<file path="src/hw/rtl/clmph_pkg.sv">
`timescale 1ns / 1ps
`default_nettype none
// ----------------------------------------------------------------------------
// clmph_pkg: shared types and constants of the channel level meter
// Register codes, reset values, fixed-point constants, the per-channel meter
// entry and the controller command bundle.
// ----------------------------------------------------------------------------
package clmph_pkg;

    // Fixed field widths
    localparam int CHAN_W     = 4;
    localparam int CHAN_CODES = 1 << CHAN_W;
    localparam int LVL_W      = 15;
    localparam int CFG_IDX_W  = 3;
    localparam int CFG_W      = 16;

    // Configuration register codes
    localparam logic [CFG_IDX_W-1:0] REG_GRACE_MS        = 3'd0;
    localparam logic [CFG_IDX_W-1:0] REG_ATTACK_RATE     = 3'd1;
    localparam logic [CFG_IDX_W-1:0] REG_DECAY_RATE      = 3'd2;
    localparam logic [CFG_IDX_W-1:0] REG_PEAK_HOLD_MS    = 3'd3;
    localparam logic [CFG_IDX_W-1:0] REG_PEAK_DECAY_RATE = 3'd4;

    // Register reset values
    localparam logic [CFG_W-1:0] RST_GRACE_MS        = 16'd200;
    localparam logic [CFG_W-1:0] RST_ATTACK_RATE     = 16'd230;
    localparam logic [CFG_W-1:0] RST_DECAY_RATE      = 16'd15;
    localparam logic [CFG_W-1:0] RST_PEAK_HOLD_MS    = 16'd800;
    localparam logic [CFG_W-1:0] RST_PEAK_DECAY_RATE = 16'd8;

    // Level arithmetic
    localparam logic [LVL_W-1:0] FULL_SCALE  = 15'd25600;
    localparam logic [15:0]      SAT16       = 16'hFFFF;
    localparam logic [6:0]       VOL_FULL    = 7'd127;
    localparam logic [5:0]       BOOST_MAX   = 6'd40;
    localparam logic [5:0]       BOOST_OFS   = 6'd23;   // 25 - 2 for one voice
    localparam logic [7:0]       BOOST_KNEE  = 8'd9;    // voice count that hits the cap
    // x * 1024 / 16129 by reciprocal: M = floor(2^34 / 16129), shift 24
    localparam logic [20:0]      RECIP_M     = 21'd1065154;
    localparam int               RECIP_SHIFT = 24;
    localparam logic [13:0]      DIV_K       = 14'd16129;
    // Smallest product whose scaled value reaches full scale
    localparam logic [19:0]      CLAMP_X     = 20'd403225;

    typedef struct packed {
        logic [CFG_W-1:0] grace_ms;
        logic [CFG_W-1:0] attack_rate;
        logic [CFG_W-1:0] decay_rate;
        logic [CFG_W-1:0] peak_hold_ms;
        logic [CFG_W-1:0] peak_decay_rate;
    } cfg_t;

    typedef struct packed {
        logic [LVL_W-1:0] level;
        logic [LVL_W-1:0] peak;
        logic [15:0]      age;
        logic [31:0]      last_update;
        logic [31:0]      last_sound;
        logic             sounded;
    } entry_t;

    typedef struct packed {
        logic load;    // take the input word
        logic read;    // read the channel entry
        logic calc;    // elapsed time, grace test, quotient estimate
        logic corr;    // quotient check product, peak step
        logic tgt;     // target level
        logic step;    // level step
        logic lvl;     // new level
        logic wb;      // peak, write back, load result
    } cmd_t;

endpackage

`default_nettype wire

</file>
<file path="src/hw/rtl/clmph_regs.sv">
`timescale 1ns / 1ps
`default_nettype none
// ----------------------------------------------------------------------------
// clmph_regs: configuration register bank
// Holds the five meter settings; writes to unknown indexes are dropped.
// ----------------------------------------------------------------------------
module clmph_regs import clmph_pkg::*; (
    input  wire logic                 aclk,
    input  wire logic                 aresetn,
    input  wire logic                 cfg_valid,
    output logic                      cfg_ready,
    input  wire logic [CFG_IDX_W-1:0] cfg_index,
    input  wire logic [CFG_W-1:0]     cfg_data,
    output cfg_t                      cfg
);

    cfg_t cfg_reg;

    assign cfg_ready = 1'b1;
    assign cfg       = cfg_reg;

    always_ff @(posedge aclk) begin
        if (!aresetn) begin
            cfg_reg.grace_ms        <= RST_GRACE_MS;
            cfg_reg.attack_rate     <= RST_ATTACK_RATE;
            cfg_reg.decay_rate      <= RST_DECAY_RATE;
            cfg_reg.peak_hold_ms    <= RST_PEAK_HOLD_MS;
            cfg_reg.peak_decay_rate <= RST_PEAK_DECAY_RATE;
        end else if (cfg_valid) begin
            case (cfg_index)
                REG_GRACE_MS:        cfg_reg.grace_ms        <= cfg_data;
                REG_ATTACK_RATE:     cfg_reg.attack_rate     <= cfg_data;
                REG_DECAY_RATE:      cfg_reg.decay_rate      <= cfg_data;
                REG_PEAK_HOLD_MS:    cfg_reg.peak_hold_ms    <= cfg_data;
                REG_PEAK_DECAY_RATE: cfg_reg.peak_decay_rate <= cfg_data;
                default: begin
                end
            endcase
        end
    end

endmodule

`default_nettype wire

</file>
<file path="src/hw/rtl/clmph_ctrl.sv">
`timescale 1ns / 1ps
`default_nettype none
// ----------------------------------------------------------------------------
// clmph_ctrl: sequencing state machine
// Steps one word through the datapath and owns the result valid flag.
// ----------------------------------------------------------------------------
module clmph_ctrl import clmph_pkg::*; (
    input  wire logic aclk,
    input  wire logic aresetn,
    input  wire logic s_valid,
    output logic      s_ready,
    output logic      m_valid,
    input  wire logic m_ready,
    output cmd_t      cmd
);

    typedef enum logic [2:0] {
        ST_IDLE,
        ST_READ,
        ST_CALC,
        ST_CORR,
        ST_TGT,
        ST_STEP,
        ST_LVL,
        ST_WB
    } state_t;

    state_t state_reg;
    logic   m_valid_reg;
    logic   slot_free;

    assign slot_free = !m_valid_reg || m_ready;
    assign s_ready   = (state_reg == ST_IDLE);
    assign m_valid   = m_valid_reg;

    always_comb begin
        cmd      = '0;
        cmd.load = (state_reg == ST_IDLE) && s_valid;
        cmd.read = (state_reg == ST_READ);
        cmd.calc = (state_reg == ST_CALC);
        cmd.corr = (state_reg == ST_CORR);
        cmd.tgt  = (state_reg == ST_TGT);
        cmd.step = (state_reg == ST_STEP);
        cmd.lvl  = (state_reg == ST_LVL);
        cmd.wb   = (state_reg == ST_WB) && slot_free;
    end

    always_ff @(posedge aclk) begin
        if (!aresetn) begin
            state_reg   <= ST_IDLE;
            m_valid_reg <= 1'b0;
        end else begin
            // Load a new result, or drop the one just taken
            if ((state_reg == ST_WB) && slot_free) begin
                m_valid_reg <= 1'b1;
            end else if (m_ready) begin
                m_valid_reg <= 1'b0;
            end
            case (state_reg)
                ST_IDLE: begin
                    if (s_valid) begin
                        state_reg <= ST_READ;
                    end
                end
                ST_READ: state_reg <= ST_CALC;
                ST_CALC: state_reg <= ST_CORR;
                ST_CORR: state_reg <= ST_TGT;
                ST_TGT:  state_reg <= ST_STEP;
                ST_STEP: state_reg <= ST_LVL;
                ST_LVL:  state_reg <= ST_WB;
                ST_WB: begin
                    if (slot_free) begin
                        state_reg <= ST_IDLE;
                    end
                end
                default: state_reg <= ST_IDLE;
            endcase
        end
    end

endmodule

`default_nettype wire

</file>
<file path="src/hw/rtl/clmph_dp.sv">
`timescale 1ns / 1ps
`default_nettype none
// ----------------------------------------------------------------------------
// clmph_dp: meter datapath
// Per-channel entry memory with valid bits, target level, ballistics and
// peak hold, and the result word register.
// ----------------------------------------------------------------------------
module clmph_dp import clmph_pkg::*; #(
    parameter int CHANNELS = 16
) (
    input  wire logic              aclk,
    input  wire logic              aresetn,
    input  wire cmd_t              cmd,
    input  wire cfg_t              cfg,
    input  wire logic [CHAN_W-1:0] s_channel,
    input  wire logic [31:0]       s_now_ms,
    input  wire logic [6:0]        s_volume,
    input  wire logic              s_volume_known,
    input  wire logic [6:0]        s_velocity,
    input  wire logic [7:0]        s_voice_count,
    output logic [CHAN_W-1:0]      m_out_channel,
    output logic [LVL_W-1:0]       m_level,
    output logic [LVL_W-1:0]       m_peak
);

    localparam int IDX_W = (CHANNELS > 1) ? $clog2(CHANNELS) : 1;

    // Channel code to store row (code modulo CHANNELS), constant table
    logic [IDX_W-1:0] chan_map [CHAN_CODES];
    for (genvar i = 0; i < CHAN_CODES; i++) begin : g_map
        assign chan_map[i] = IDX_W'(i % CHANNELS);
    end

    entry_t               meter_mem [CHANNELS];
    logic [CHANNELS-1:0]  valid_reg;

    logic [CHAN_W-1:0]    chan_reg;
    logic [IDX_W-1:0]     idx_reg;
    logic [31:0]          now_reg;
    logic [7:0]           voices_reg;
    logic [13:0]          vv_reg;
    logic [5:0]           boost_reg;
    entry_t               rd_reg;
    logic                 hit_reg;
    logic [19:0]          x_reg;
    logic [15:0]          dt_reg;
    logic                 ring_reg;
    logic [16:0]          qe_reg;
    logic [30:0]          qm_reg;
    logic [31:0]          pstep_reg;
    logic [LVL_W-1:0]     target_reg;
    logic [31:0]          lstep_reg;
    logic                 rise_reg;
    logic [LVL_W-1:0]     lvl_reg;
    logic [CHAN_W-1:0]    out_chan_reg;
    logic [LVL_W-1:0]     out_level_reg;
    logic [LVL_W-1:0]     out_peak_reg;

    entry_t               entry;
    logic [6:0]           vol_eff;
    logic [5:0]           boost_next;
    logic [31:0]          dt_diff;
    logic [15:0]          dt_next;
    logic [31:0]          snd_diff;
    logic                 ring_next;
    logic [40:0]          prod_m;
    logic [30:0]          x1024;
    logic                 bump;
    logic [LVL_W-1:0]     target_next;
    logic                 rise_next;
    logic [15:0]          rate_sel;
    logic [32:0]          up_sum;
    logic [32:0]          down_floor;
    logic [LVL_W-1:0]     lvl_next;
    logic [16:0]          age_sum;
    logic [15:0]          age_sat;
    logic [32:0]          pk_floor;
    logic [LVL_W-1:0]     pk_next;
    logic [15:0]          age_next;
    logic                 sounding;
    entry_t               wr_entry;

    assign entry    = hit_reg ? rd_reg : '0;
    assign sounding = (voices_reg != 8'd0);

    // Input word: effective volume, velocity product and voice boost
    always_comb begin
        vol_eff = s_volume_known ? s_volume : VOL_FULL;
        if (s_voice_count >= BOOST_KNEE) begin
            boost_next = BOOST_MAX;
        end else begin
            boost_next = BOOST_OFS + 6'({s_voice_count[3:0], 1'b0});
        end
    end

    // Elapsed time, grace test, quotient estimate
    always_comb begin
        dt_diff = now_reg - entry.last_update;
        if (!hit_reg || (now_reg < entry.last_update)) begin
            dt_next = 16'd0;
        end else if (dt_diff[31:16] != 16'd0) begin
            dt_next = SAT16;
        end else begin
            dt_next = dt_diff[15:0];
        end
        snd_diff  = (now_reg >= entry.last_sound) ? (now_reg - entry.last_sound) : 32'd0;
        ring_next = entry.sounded && (snd_diff < {16'd0, cfg.grace_ms});
        prod_m    = 41'(x_reg) * 41'(RECIP_M);
    end

    // Target: estimate is at most one short, fix with one compare
    always_comb begin
        x1024 = {1'b0, x_reg, 10'd0};
        bump  = (x1024 >= (qm_reg + 31'(DIV_K)));
        if (sounding) begin
            if (x_reg >= CLAMP_X) begin
                target_next = FULL_SCALE;
            end else begin
                target_next = LVL_W'(qe_reg + 17'(bump));
            end
        end else if (ring_reg) begin
            target_next = entry.level;
        end else begin
            target_next = '0;
        end
        rise_next = (target_reg > entry.level);
        rate_sel  = rise_next ? cfg.attack_rate : cfg.decay_rate;
    end

    // Move level toward target by the step
    always_comb begin
        up_sum     = 33'(entry.level) + 33'(lstep_reg);
        down_floor = 33'(lstep_reg) + 33'(target_reg);
        if (rise_reg) begin
            lvl_next = (up_sum >= 33'(target_reg)) ? target_reg : up_sum[LVL_W-1:0];
        end else if (down_floor > 33'(entry.level)) begin
            lvl_next = target_reg;
        end else begin
            lvl_next = entry.level - lstep_reg[LVL_W-1:0];
        end
    end

    // Peak hold and decay, never below the level
    always_comb begin
        age_sum  = 17'(entry.age) + 17'(dt_reg);
        age_sat  = age_sum[16] ? SAT16 : age_sum[15:0];
        pk_floor = 33'(pstep_reg) + 33'(lvl_reg);
        if (lvl_reg >= entry.peak) begin
            pk_next  = lvl_reg;
            age_next = 16'd0;
        end else begin
            age_next = age_sat;
            if (age_sat > cfg.peak_hold_ms) begin
                if (pk_floor > 33'(entry.peak)) begin
                    pk_next = lvl_reg;
                end else begin
                    pk_next = entry.peak - pstep_reg[LVL_W-1:0];
                end
            end else begin
                pk_next = entry.peak;
            end
        end
        wr_entry.level       = lvl_reg;
        wr_entry.peak        = pk_next;
        wr_entry.age         = age_next;
        wr_entry.last_update = now_reg;
        wr_entry.last_sound  = sounding ? now_reg : entry.last_sound;
        wr_entry.sounded     = entry.sounded || sounding;
    end

    always_ff @(posedge aclk) begin
        if (cmd.load) begin
            chan_reg   <= s_channel;
            idx_reg    <= chan_map[s_channel];
            now_reg    <= s_now_ms;
            voices_reg <= s_voice_count;
            vv_reg     <= 14'(vol_eff) * 14'(s_velocity);
            boost_reg  <= boost_next;
        end
        if (cmd.read) begin
            rd_reg  <= meter_mem[idx_reg];
            hit_reg <= valid_reg[idx_reg];
            x_reg   <= 20'(vv_reg) * 20'(boost_reg);
        end
        if (cmd.calc) begin
            dt_reg   <= dt_next;
            ring_reg <= ring_next;
            qe_reg   <= prod_m[RECIP_SHIFT+16:RECIP_SHIFT];
        end
        if (cmd.corr) begin
            qm_reg    <= 31'(qe_reg) * 31'(DIV_K);
            pstep_reg <= 32'(cfg.peak_decay_rate) * 32'(dt_reg);
        end
        if (cmd.tgt) begin
            target_reg <= target_next;
        end
        if (cmd.step) begin
            rise_reg  <= rise_next;
            lstep_reg <= 32'(rate_sel) * 32'(dt_reg);
        end
        if (cmd.lvl) begin
            lvl_reg <= lvl_next;
        end
        if (cmd.wb) begin
            meter_mem[idx_reg] <= wr_entry;
            out_chan_reg       <= chan_reg;
            out_level_reg      <= lvl_reg;
            out_peak_reg       <= pk_next;
        end
    end

    always_ff @(posedge aclk) begin
        if (!aresetn) begin
            valid_reg <= '0;
        end else if (cmd.wb) begin
            valid_reg[idx_reg] <= 1'b1;
        end
    end

    assign m_out_channel = out_chan_reg;
    assign m_level       = out_level_reg;
    assign m_peak        = out_peak_reg;

endmodule

`default_nettype wire

</file>
<file path="src/hw/rtl/channel_level_meter_peak_hold.sv">
`timescale 1ns / 1ps
`default_nettype none
// ----------------------------------------------------------------------------
// channel_level_meter_peak_hold: per-channel level meter with peak hold
// Each input word is a channel snapshot; each result word carries the new
// meter level and peak marker of that channel, Q8 percent.
// ----------------------------------------------------------------------------
//  Channel   Handshake            Payload
//  input     s_valid / s_ready    s_channel, s_now_ms, s_volume,
//                                 s_volume_known, s_velocity, s_voice_count
//  result    m_valid / m_ready    m_out_channel, m_level, m_peak
//  config    cfg_valid/cfg_ready  cfg_index, cfg_data
//
//  A word is taken in idle and walks the read, elapsed time, quotient check,
//  target, step, level and write-back states; the result register loads as
//  the word leaves write-back, and only then is the next word taken, so the
//  block takes no new word before it is through with the last one.
//  Reset clears the channel valid bits at once; every channel then reads as
//  silent with zero level, peak and age. No clearing pass is needed.
//  A result held by m_ready low does not block the next input word; that
//  word waits in write-back until the result register frees up.
// ----------------------------------------------------------------------------
module channel_level_meter_peak_hold import clmph_pkg::*; #(
    parameter int CHANNELS = 16
) (
    input  wire logic                 aclk,
    input  wire logic                 aresetn,
    // Input snapshot channel
    input  wire logic                 s_valid,
    output logic                      s_ready,
    input  wire logic [CHAN_W-1:0]    s_channel,
    input  wire logic [31:0]          s_now_ms,
    input  wire logic [6:0]           s_volume,
    input  wire logic                 s_volume_known,
    input  wire logic [6:0]           s_velocity,
    input  wire logic [7:0]           s_voice_count,
    // Result channel
    output logic                      m_valid,
    input  wire logic                 m_ready,
    output logic [CHAN_W-1:0]         m_out_channel,
    output logic [LVL_W-1:0]          m_level,
    output logic [LVL_W-1:0]          m_peak,
    // Configuration write channel
    input  wire logic                 cfg_valid,
    output logic                      cfg_ready,
    input  wire logic [CFG_IDX_W-1:0] cfg_index,
    input  wire logic [CFG_W-1:0]     cfg_data
);

    cfg_t cfg;
    cmd_t cmd;

    // Settings: grace window, attack/decay rates, peak hold and decay
    clmph_regs u_regs (
        .aclk      (aclk),
        .aresetn   (aresetn),
        .cfg_valid (cfg_valid),
        .cfg_ready (cfg_ready),
        .cfg_index (cfg_index),
        .cfg_data  (cfg_data),
        .cfg       (cfg)
    );

    // Sequencer: one word at a time, owns s_ready and m_valid
    clmph_ctrl u_ctrl (
        .aclk    (aclk),
        .aresetn (aresetn),
        .s_valid (s_valid),
        .s_ready (s_ready),
        .m_valid (m_valid),
        .m_ready (m_ready),
        .cmd     (cmd)
    );

    // Datapath: entry memory, target, ballistics, peak hold, result register
    clmph_dp #(
        .CHANNELS (CHANNELS)
    ) u_dp (
        .aclk           (aclk),
        .aresetn        (aresetn),
        .cmd            (cmd),
        .cfg            (cfg),
        .s_channel      (s_channel),
        .s_now_ms       (s_now_ms),
        .s_volume       (s_volume),
        .s_volume_known (s_volume_known),
        .s_velocity     (s_velocity),
        .s_voice_count  (s_voice_count),
        .m_out_channel  (m_out_channel),
        .m_level        (m_level),
        .m_peak         (m_peak)
    );

    // Busy after an accept: the next word waits for this one to finish
    a_busy_after_accept: assert property (@(posedge aclk) disable iff (!aresetn)
        s_valid && s_ready |=> !s_ready)
        else $error("input taken while a word is in flight");

    // Peak marker never sits below the level, level never above full scale
    a_peak_over_level: assert property (@(posedge aclk) disable iff (!aresetn)
        m_valid |-> (m_peak >= m_level) && (m_level <= FULL_SCALE))
        else $error("peak below level or level over full scale");

    // A result never appears in the cycle right after an accept
    a_no_instant_result: assert property (@(posedge aclk) disable iff (!aresetn)
        s_valid && s_ready |=> !$rose(m_valid))
        else $error("result produced without the full update sequence");

endmodule

`default_nettype wire

</file>
<file path="config.mk">
export PLATFORM = sky130hd
export DESIGN_NAME = channel_level_meter_peak_hold
export DESIGN_NICKNAME = d
export VERILOG_FILES = /design/src/hw/rtl/clmph_pkg.sv /design/src/hw/rtl/clmph_regs.sv /design/src/hw/rtl/clmph_ctrl.sv /design/src/hw/rtl/clmph_dp.sv /design/src/hw/rtl/channel_level_meter_peak_hold.sv
export SDC_FILE = /design/constraint.sdc
export NUM_CORES = 2
export LEC_CHECK = 0
export BUFFER_PORTS_ARGS = -buffer_cell sky130_fd_sc_hd__buf_2
export CAP_MARGIN = 20
export CORE_ASPECT_RATIO = 2
export CORE_MARGIN = 4
export CORE_UTILIZATION = 60
export CTS_BUF_LIST = sky130_fd_sc_hd__clkbuf_16
export DETAILED_ROUTE_END_ITERATION = 8
export MAX_ROUTING_LAYER = met4
export PLACE_DENSITY = 0.72
export SETUP_SLACK_MARGIN = 0.5
export SYNTH_ARGS = -nofsm -noshare
export SYNTH_HDL_FRONTEND = slang
export SYNTH_SLANG_ARGS = --single-unit
</file>
<file path="constraint.sdc">
create_clock -name aclk -period 15.7 [get_ports aclk]
set_input_delay 3.14 -clock aclk [delete_from_list [all_inputs] [get_ports aclk]]
set_output_delay 3.14 -clock aclk [all_outputs]
set_load 0.005 [all_outputs]
</file>
---- Word level (Yosys, flattened, before mapping) ----
Memories as Yosys holds them, arrays and structs flattened. A register that Yosys moved wholly into a read port is not among the register bits.
Cells that the tools add are included.
Widths: inputs -> output; s select.
operators by class
  add/subtract/negate cells ............... 11
  multiply operators ...................... 6
  order comparisons ....................... 14
  equality and inequality tests ........... 13
  multiplexer cells ....................... 28
  bitwise operators ....................... 2
  reductions and logical operators ........ 20
operators with widths
  operator                number
  $mux 15                 9
  $mux 111                1
  $add 32x15->33          2
  $gt 33x15->1            2
  $mul 16x16->32          2
  $mux 16                 4
  $mux 32                 2
  $sub 32x32->32          2
  $mul 20x20->40 const B  1
  $add 15x32->33          1
  $ge 33x15->1            1
  $ge 32x32->1            1
  $lt 32x16->1            1
  $lt 32x32->1            1
  $add 31x14->31 const B  1
  $ge 30x31->1            1
  $mul 17x14->31 const B  1
  $sub 15x15->15          2
  $pmux 3 s8              1
  $ge 20x19->1 const B    1
  $mul 14x6->20           1
  $add 16x16->17          1
  $gt 16x16->1            1
  $or 16x16->16           1
  27 further kinds        53
word-level totals
  bits in registers ....................... 379
  bits in writable memories ............... 1776
  memory bits (read-only) ................. 64
  input port bits ......................... 83
  output and inout port bits .............. 37
  word-level logic and storage cells ...... 123
  memories kept ........................... 2
memories
  name              depth  width  rd ports  clocked after Yosys merged registers in  wr ports  line             text
  u_dp.meter_mem    16     111    1         1                                        1         clmph_dp.sv:34   entry_t meter_mem [CHANNELS];
  (name not given)  16     4      1         1                                        0         clmph_dp.sv:174  idx_reg <= chan_map[s_channel];

---- Depth between registers and ports, before layout ----
  word-level depth ........................ 6
  depth in mapped cells ................... 42
  depth with buffers taken out ............ 38

---- Modules after synthesis ----
From an unflattened synthesis, not the netlist that was laid out.
second synthesis, totals
  cells, all modules ...................... 8547
  area, all modules ....................... 124165.3 µm²
modules (own cells, without submodules)
  module      times used  cells each  area an instance (µm²)
  clmph_dp    1           8211        120755.8
  clmph_regs  1           294         3067.9
  clmph_ctrl  1           42          341.6

---- Worst setup path after synthesis ----
No wires, ideal clock.
  kind .................................... input port to flip-flop
  from .................................... input port m_ready
  to ...................................... memory u_dp.meter_mem[8][0] in the netlist's numbering (enable)
  library setup time ...................... 718 ps
  data arrival time ....................... 12795 ps
  data required time ...................... 14982 ps
  setup slack ............................. 2186 ps
  stages on the path ...................... 4
  buffers on the path ..................... 0
  cells stage by stage .................... nor2b_1 > nor2_1 > nand3b_1 > nor3_1
RTL lines
  what         line                                 text
  from (decl)  channel_level_meter_peak_hold.sv:39  input wire logic m_ready,
  to (decl)    clmph_dp.sv:34

---- Worst setup path in the final report ----
  from .................................... register u_dp.hit_reg
  to ...................................... register u_dp.lstep_reg[30] (data pin)
on the way
  word-level cells in the longest chain between the ends .. 4
RTL lines
  what                    line             text
  from (decl)             clmph_dp.sv:44   logic hit_reg;
  from (signal assigned)  clmph_dp.sv:182  hit_reg <= valid_reg[idx_reg];
  $mux 111                clmph_dp.sv:83   assign entry = hit_reg ? rd_reg : '0;
  $gt 15x15->1            clmph_dp.sv:126  rise_next = (target_reg > entry.level);
  $mux 16                 clmph_dp.sv:127  rate_sel = rise_next ? cfg.attack_rate : cfg.decay_rate;
  $mul 16x16->32          clmph_dp.sv:199  lstep_reg <= 32'(rate_sel) * 32'(dt_reg);
  to (signal assigned)    clmph_dp.sv:199
  to (decl)               clmph_dp.sv:52   logic [31:0] lstep_reg;
No other way between the ends.
A chain may end at the register's enable or synchronous reset.

==> qor.yml <==
routed-via-count: 73950
layout_commonest_cell: "edfxtp_1"
clock_latency_ps: 850
cts-root-buf: "clkbuf_16"
fp-row-count: 235
min_period_ps: 11170
path_clk_slew_ps: 70
powerDensity_nw_per_um2: 185.6
cp.arrival_ps: 11740
rr_endpoint: "u_dp.lstep_reg[30]$_DFFE_PP_"
wl_um: 333500
grt_start_max_net_pins: 150
regArea_um2: 67040
fillers: 14490
timing.rr.start: "u_dp.hit_reg$_DFFE_PP_"
design_area_um2: 134600
grt_antenna_before_repair: 4
synthDistinctLibCells: 87
grt_pass1_wl_um: 497100
critical_path_required_ps: 16260
area_delta_synth_final_pct: 8.718
synth_edf_count: 2166
hold_path_class: "reg2reg"
grt_usage_pct: 32.45
cp-end-kind: "flop"
final_antenna_net_count: 0
ys_seq_area_share_pct: 54.15
rsz0062_at_grt: "false"
path_common_cell: "fa_1"
place_area_um2: 128200
critPathKind: "reg2reg"
cts_resized: 0
startpoint_type: "flop"
largest_register_ffs: 1776
syn_nets: 10080
fmax_mhz: 89.50
core_um2: 204900
post-route-drc-count: 0
critPathLaunch: "u_dp.hit_reg$_DFFE_PP_"
endpoint: "u_dp.lstep_reg[30]$_DFFE_PP_"
post_cts_buffers: 0
ys.flop_type: "edfxtp_1"
worstHoldPathCells: 1
clock_sinks: 2266
global_route.overflow_total: 0
ctsHoldBuffers: 0
critPathMaxFanout: 48
start_util_pct: 60.41
syn_area_per_cell_um2: 14.33
p_leak_nw: 51.06
dieArea_um2: 214100
worstMarginPinSlew_ps: 1135
layout_common_cells: "edfxtp_1, inv_1, nand2_1"
die_height_um: 650.4
cts_tree: "built"
hold_viol: 0
post_drt_via_cell_ratio: 6.320
synth_area_um2: 123800
max_stage_delay_ps: 900
io_pins: 120
cap_viol_max_count: 0
dieWidth_um: 329.2
synth_top_cell_area_share_pct: 52.54
finalClockSkew_ps: 51.16
synth_top_area_cell: "edfxtp_1"
first_iter_violations: 7034
routedWlPerCell_um: 28.50
fin_crit_sh_pct: 71.17
cts_max_level: 4
post-place-cells: 11350
slew_headroom_pct: 24.36
synthArstFlopShare_pct: 0
cpMaxStageDelayCell: "edfxtp_1"
gp_congestion: 0.9572
drv_slew: 0
cts_buffers: 192
multi_input_area_um2: 52200
dp_hpwl_um: 218700
synth.top_cells.by_area: "edfxtp_1, mux4_2, fa_1"
drive_gt1_share_pct: 13.85
grt_pass1_vias: 78380
finalSetupViolCount: 0
first_pass_iters: 8
r2r_cells: 34
status: "complete, no violations"
vdd_drop_max_mv: 0.7243
synth_seq_cells: 2266
postSynthCellCount: 8638
tns_ps: 0
clockBufferDepth: 4
fin_cells: 11700
synth_warnings: 0
rrSetupSlack_ps: 4530
nets: 10270
port_buffers: 118
## logic make-up (layout without fill, tap and decap cells)
| kind of cell | after synthesis | count (layout) | synth area share, % |
|---|---|---|---|
| compound gates | 1021 | 1021 | 5.415 |
| xor+xnor | 243 | 243 | 1.719 |
| fa+ha+maj | 1357 | 1357 | 17.04 |
| buf+inv | 1240 | 1574 | 3.814 |
| flops | 2266 | 2266 | 54.15 |
| mux | 596 | 596 | 10.50 |
| other cells | 1 | 6 | 0.003029 |
| simple gates | 1914 | 1914 | 7.361 |
## synth_stat cells (21+ instances only)
| cell type | count |
|---|---|
| clkbuf_1 | 245 |
| mux4_2 | 560 |
| and2_1 | 281 |
| o21ai_0 | 187 |
| dfxtp_1 | 100 |
| inv_1 | 924 |
| xnor2_1 | 167 |
| o22ai_1 | 26 |
| nor2b_1 | 71 |
| o211ai_1 | 34 |
| nand2_1 | 852 |
| nor3_1 | 76 |
| a211oi_1 | 28 |
| xor2_1 | 76 |
| or2_2 | 24 |
| a21o_1 | 115 |
| nand3_1 | 104 |
| a31oi_1 | 24 |
| and3_1 | 42 |
| edfxtp_1 | 2166 |
| nor2_1 | 254 |
| nand2b_1 | 53 |
| nand4_1 | 58 |
| a21boi_0 | 74 |
| o21a_1 | 63 |
| a221oi_1 | 21 |
| buf_1 | 52 |
| a21oi_1 | 267 |
| o21bai_1 | 47 |
| ha_1 | 809 |
| fa_1 | 548 |
## layer usage
metal  routed length [µm]  global-route usage (%)
met1               113900                   36.45
met2               180400                   57.61
met3                18550                   3.301
met4                20700                   16.29
met5                    0                       -
## cell type report
cell class	instances	share of cell area (%)
Antenna cell	5	0.009296
Clock buffer	194	3.607
Clock inverter	145	1.079
Inverter	925	2.580
Multi-Input combinational cell	5132	38.78
Sequential cell	2266	49.81
Tap cell	2725	2.533
Timing Repair Buffer	310	1.599
## worst min path at each step
stage | slack [ps] | start | to
final | 470 | u_dp.valid_reg[2]$_SDFFE_PN0P_ | u_dp.valid_reg[2]$_SDFFE_PN0P_
after global routing | 480 | u_regs.cfg[54]$_SDFFE_PN1P_ | u_regs.cfg[54]$_SDFFE_PN1P_
after CTS | 470 | u_dp.valid_reg[2]$_SDFFE_PN0P_ | u_dp.valid_reg[2]$_SDFFE_PN0P_
after detailed placement | 450 | u_dp.valid_reg[2]$_SDFFE_PN0P_ | u_dp.valid_reg[2]$_SDFFE_PN0P_
after global placement | 440 | u_dp.valid_reg[10]$_SDFFE_PN0P_ | u_dp.valid_reg[10]$_SDFFE_PN0P_
after floorplan | 420 | u_dp.idx_reg[0]$_DFFE_PP_ | u_dp.m_out_channel[0]$_DFFE_PP_
## critical path, delay by kind of cell, from the launching register on
kind | cells | cell delay (ps)
adder cells (fa/ha/maj) | 8 | 3730
AO/OA/AOI/OAI | 13 | 3240
AND/OR/NAND/NOR | 6 | 1310
buffers and inverters | 5 | 970
flip-flops | 1 | 900
multiplexers | 1 | 620
XOR/XNOR | 1 | 90
## per-stage QoR
| step | setup WS, ps | hold slack [ps] | util [%] | total power [W] |
|---|---|---|---|---|
| 4_1_cts | 4608 | 465.2 | 65.62 | 0.02514 |
| 6_report | 4527 | 466.1 | 65.68 | 0.02499 |
| 2_1_floorplan | 2186 | 424.4 | - | 0.01716 |
| 5_1_grt | 4069 | 480.7 | 65.67 | 0.02724 |
| 3_5_place_dp | 4711 | 449.8 | 62.54 | 0.02008 |
| 3_3_place_gp | 4809 | 441.1 | 62.53 | 0.01985 |
## report_power, final
group / switching, W / leakage (nW) / total [W] / internal (W)
registers: 0.000278 / 20.4 / 0.00774 / 0.00746
clock network: 0.00219 / 3.20 / 0.00488 / 0.00269
logic: 0.00689 / 27.5 / 0.0124 / 0.00547
total: 0.00936 / 51.1 / 0.0250 / 0.0156
(Power assumes the default switching activity.)
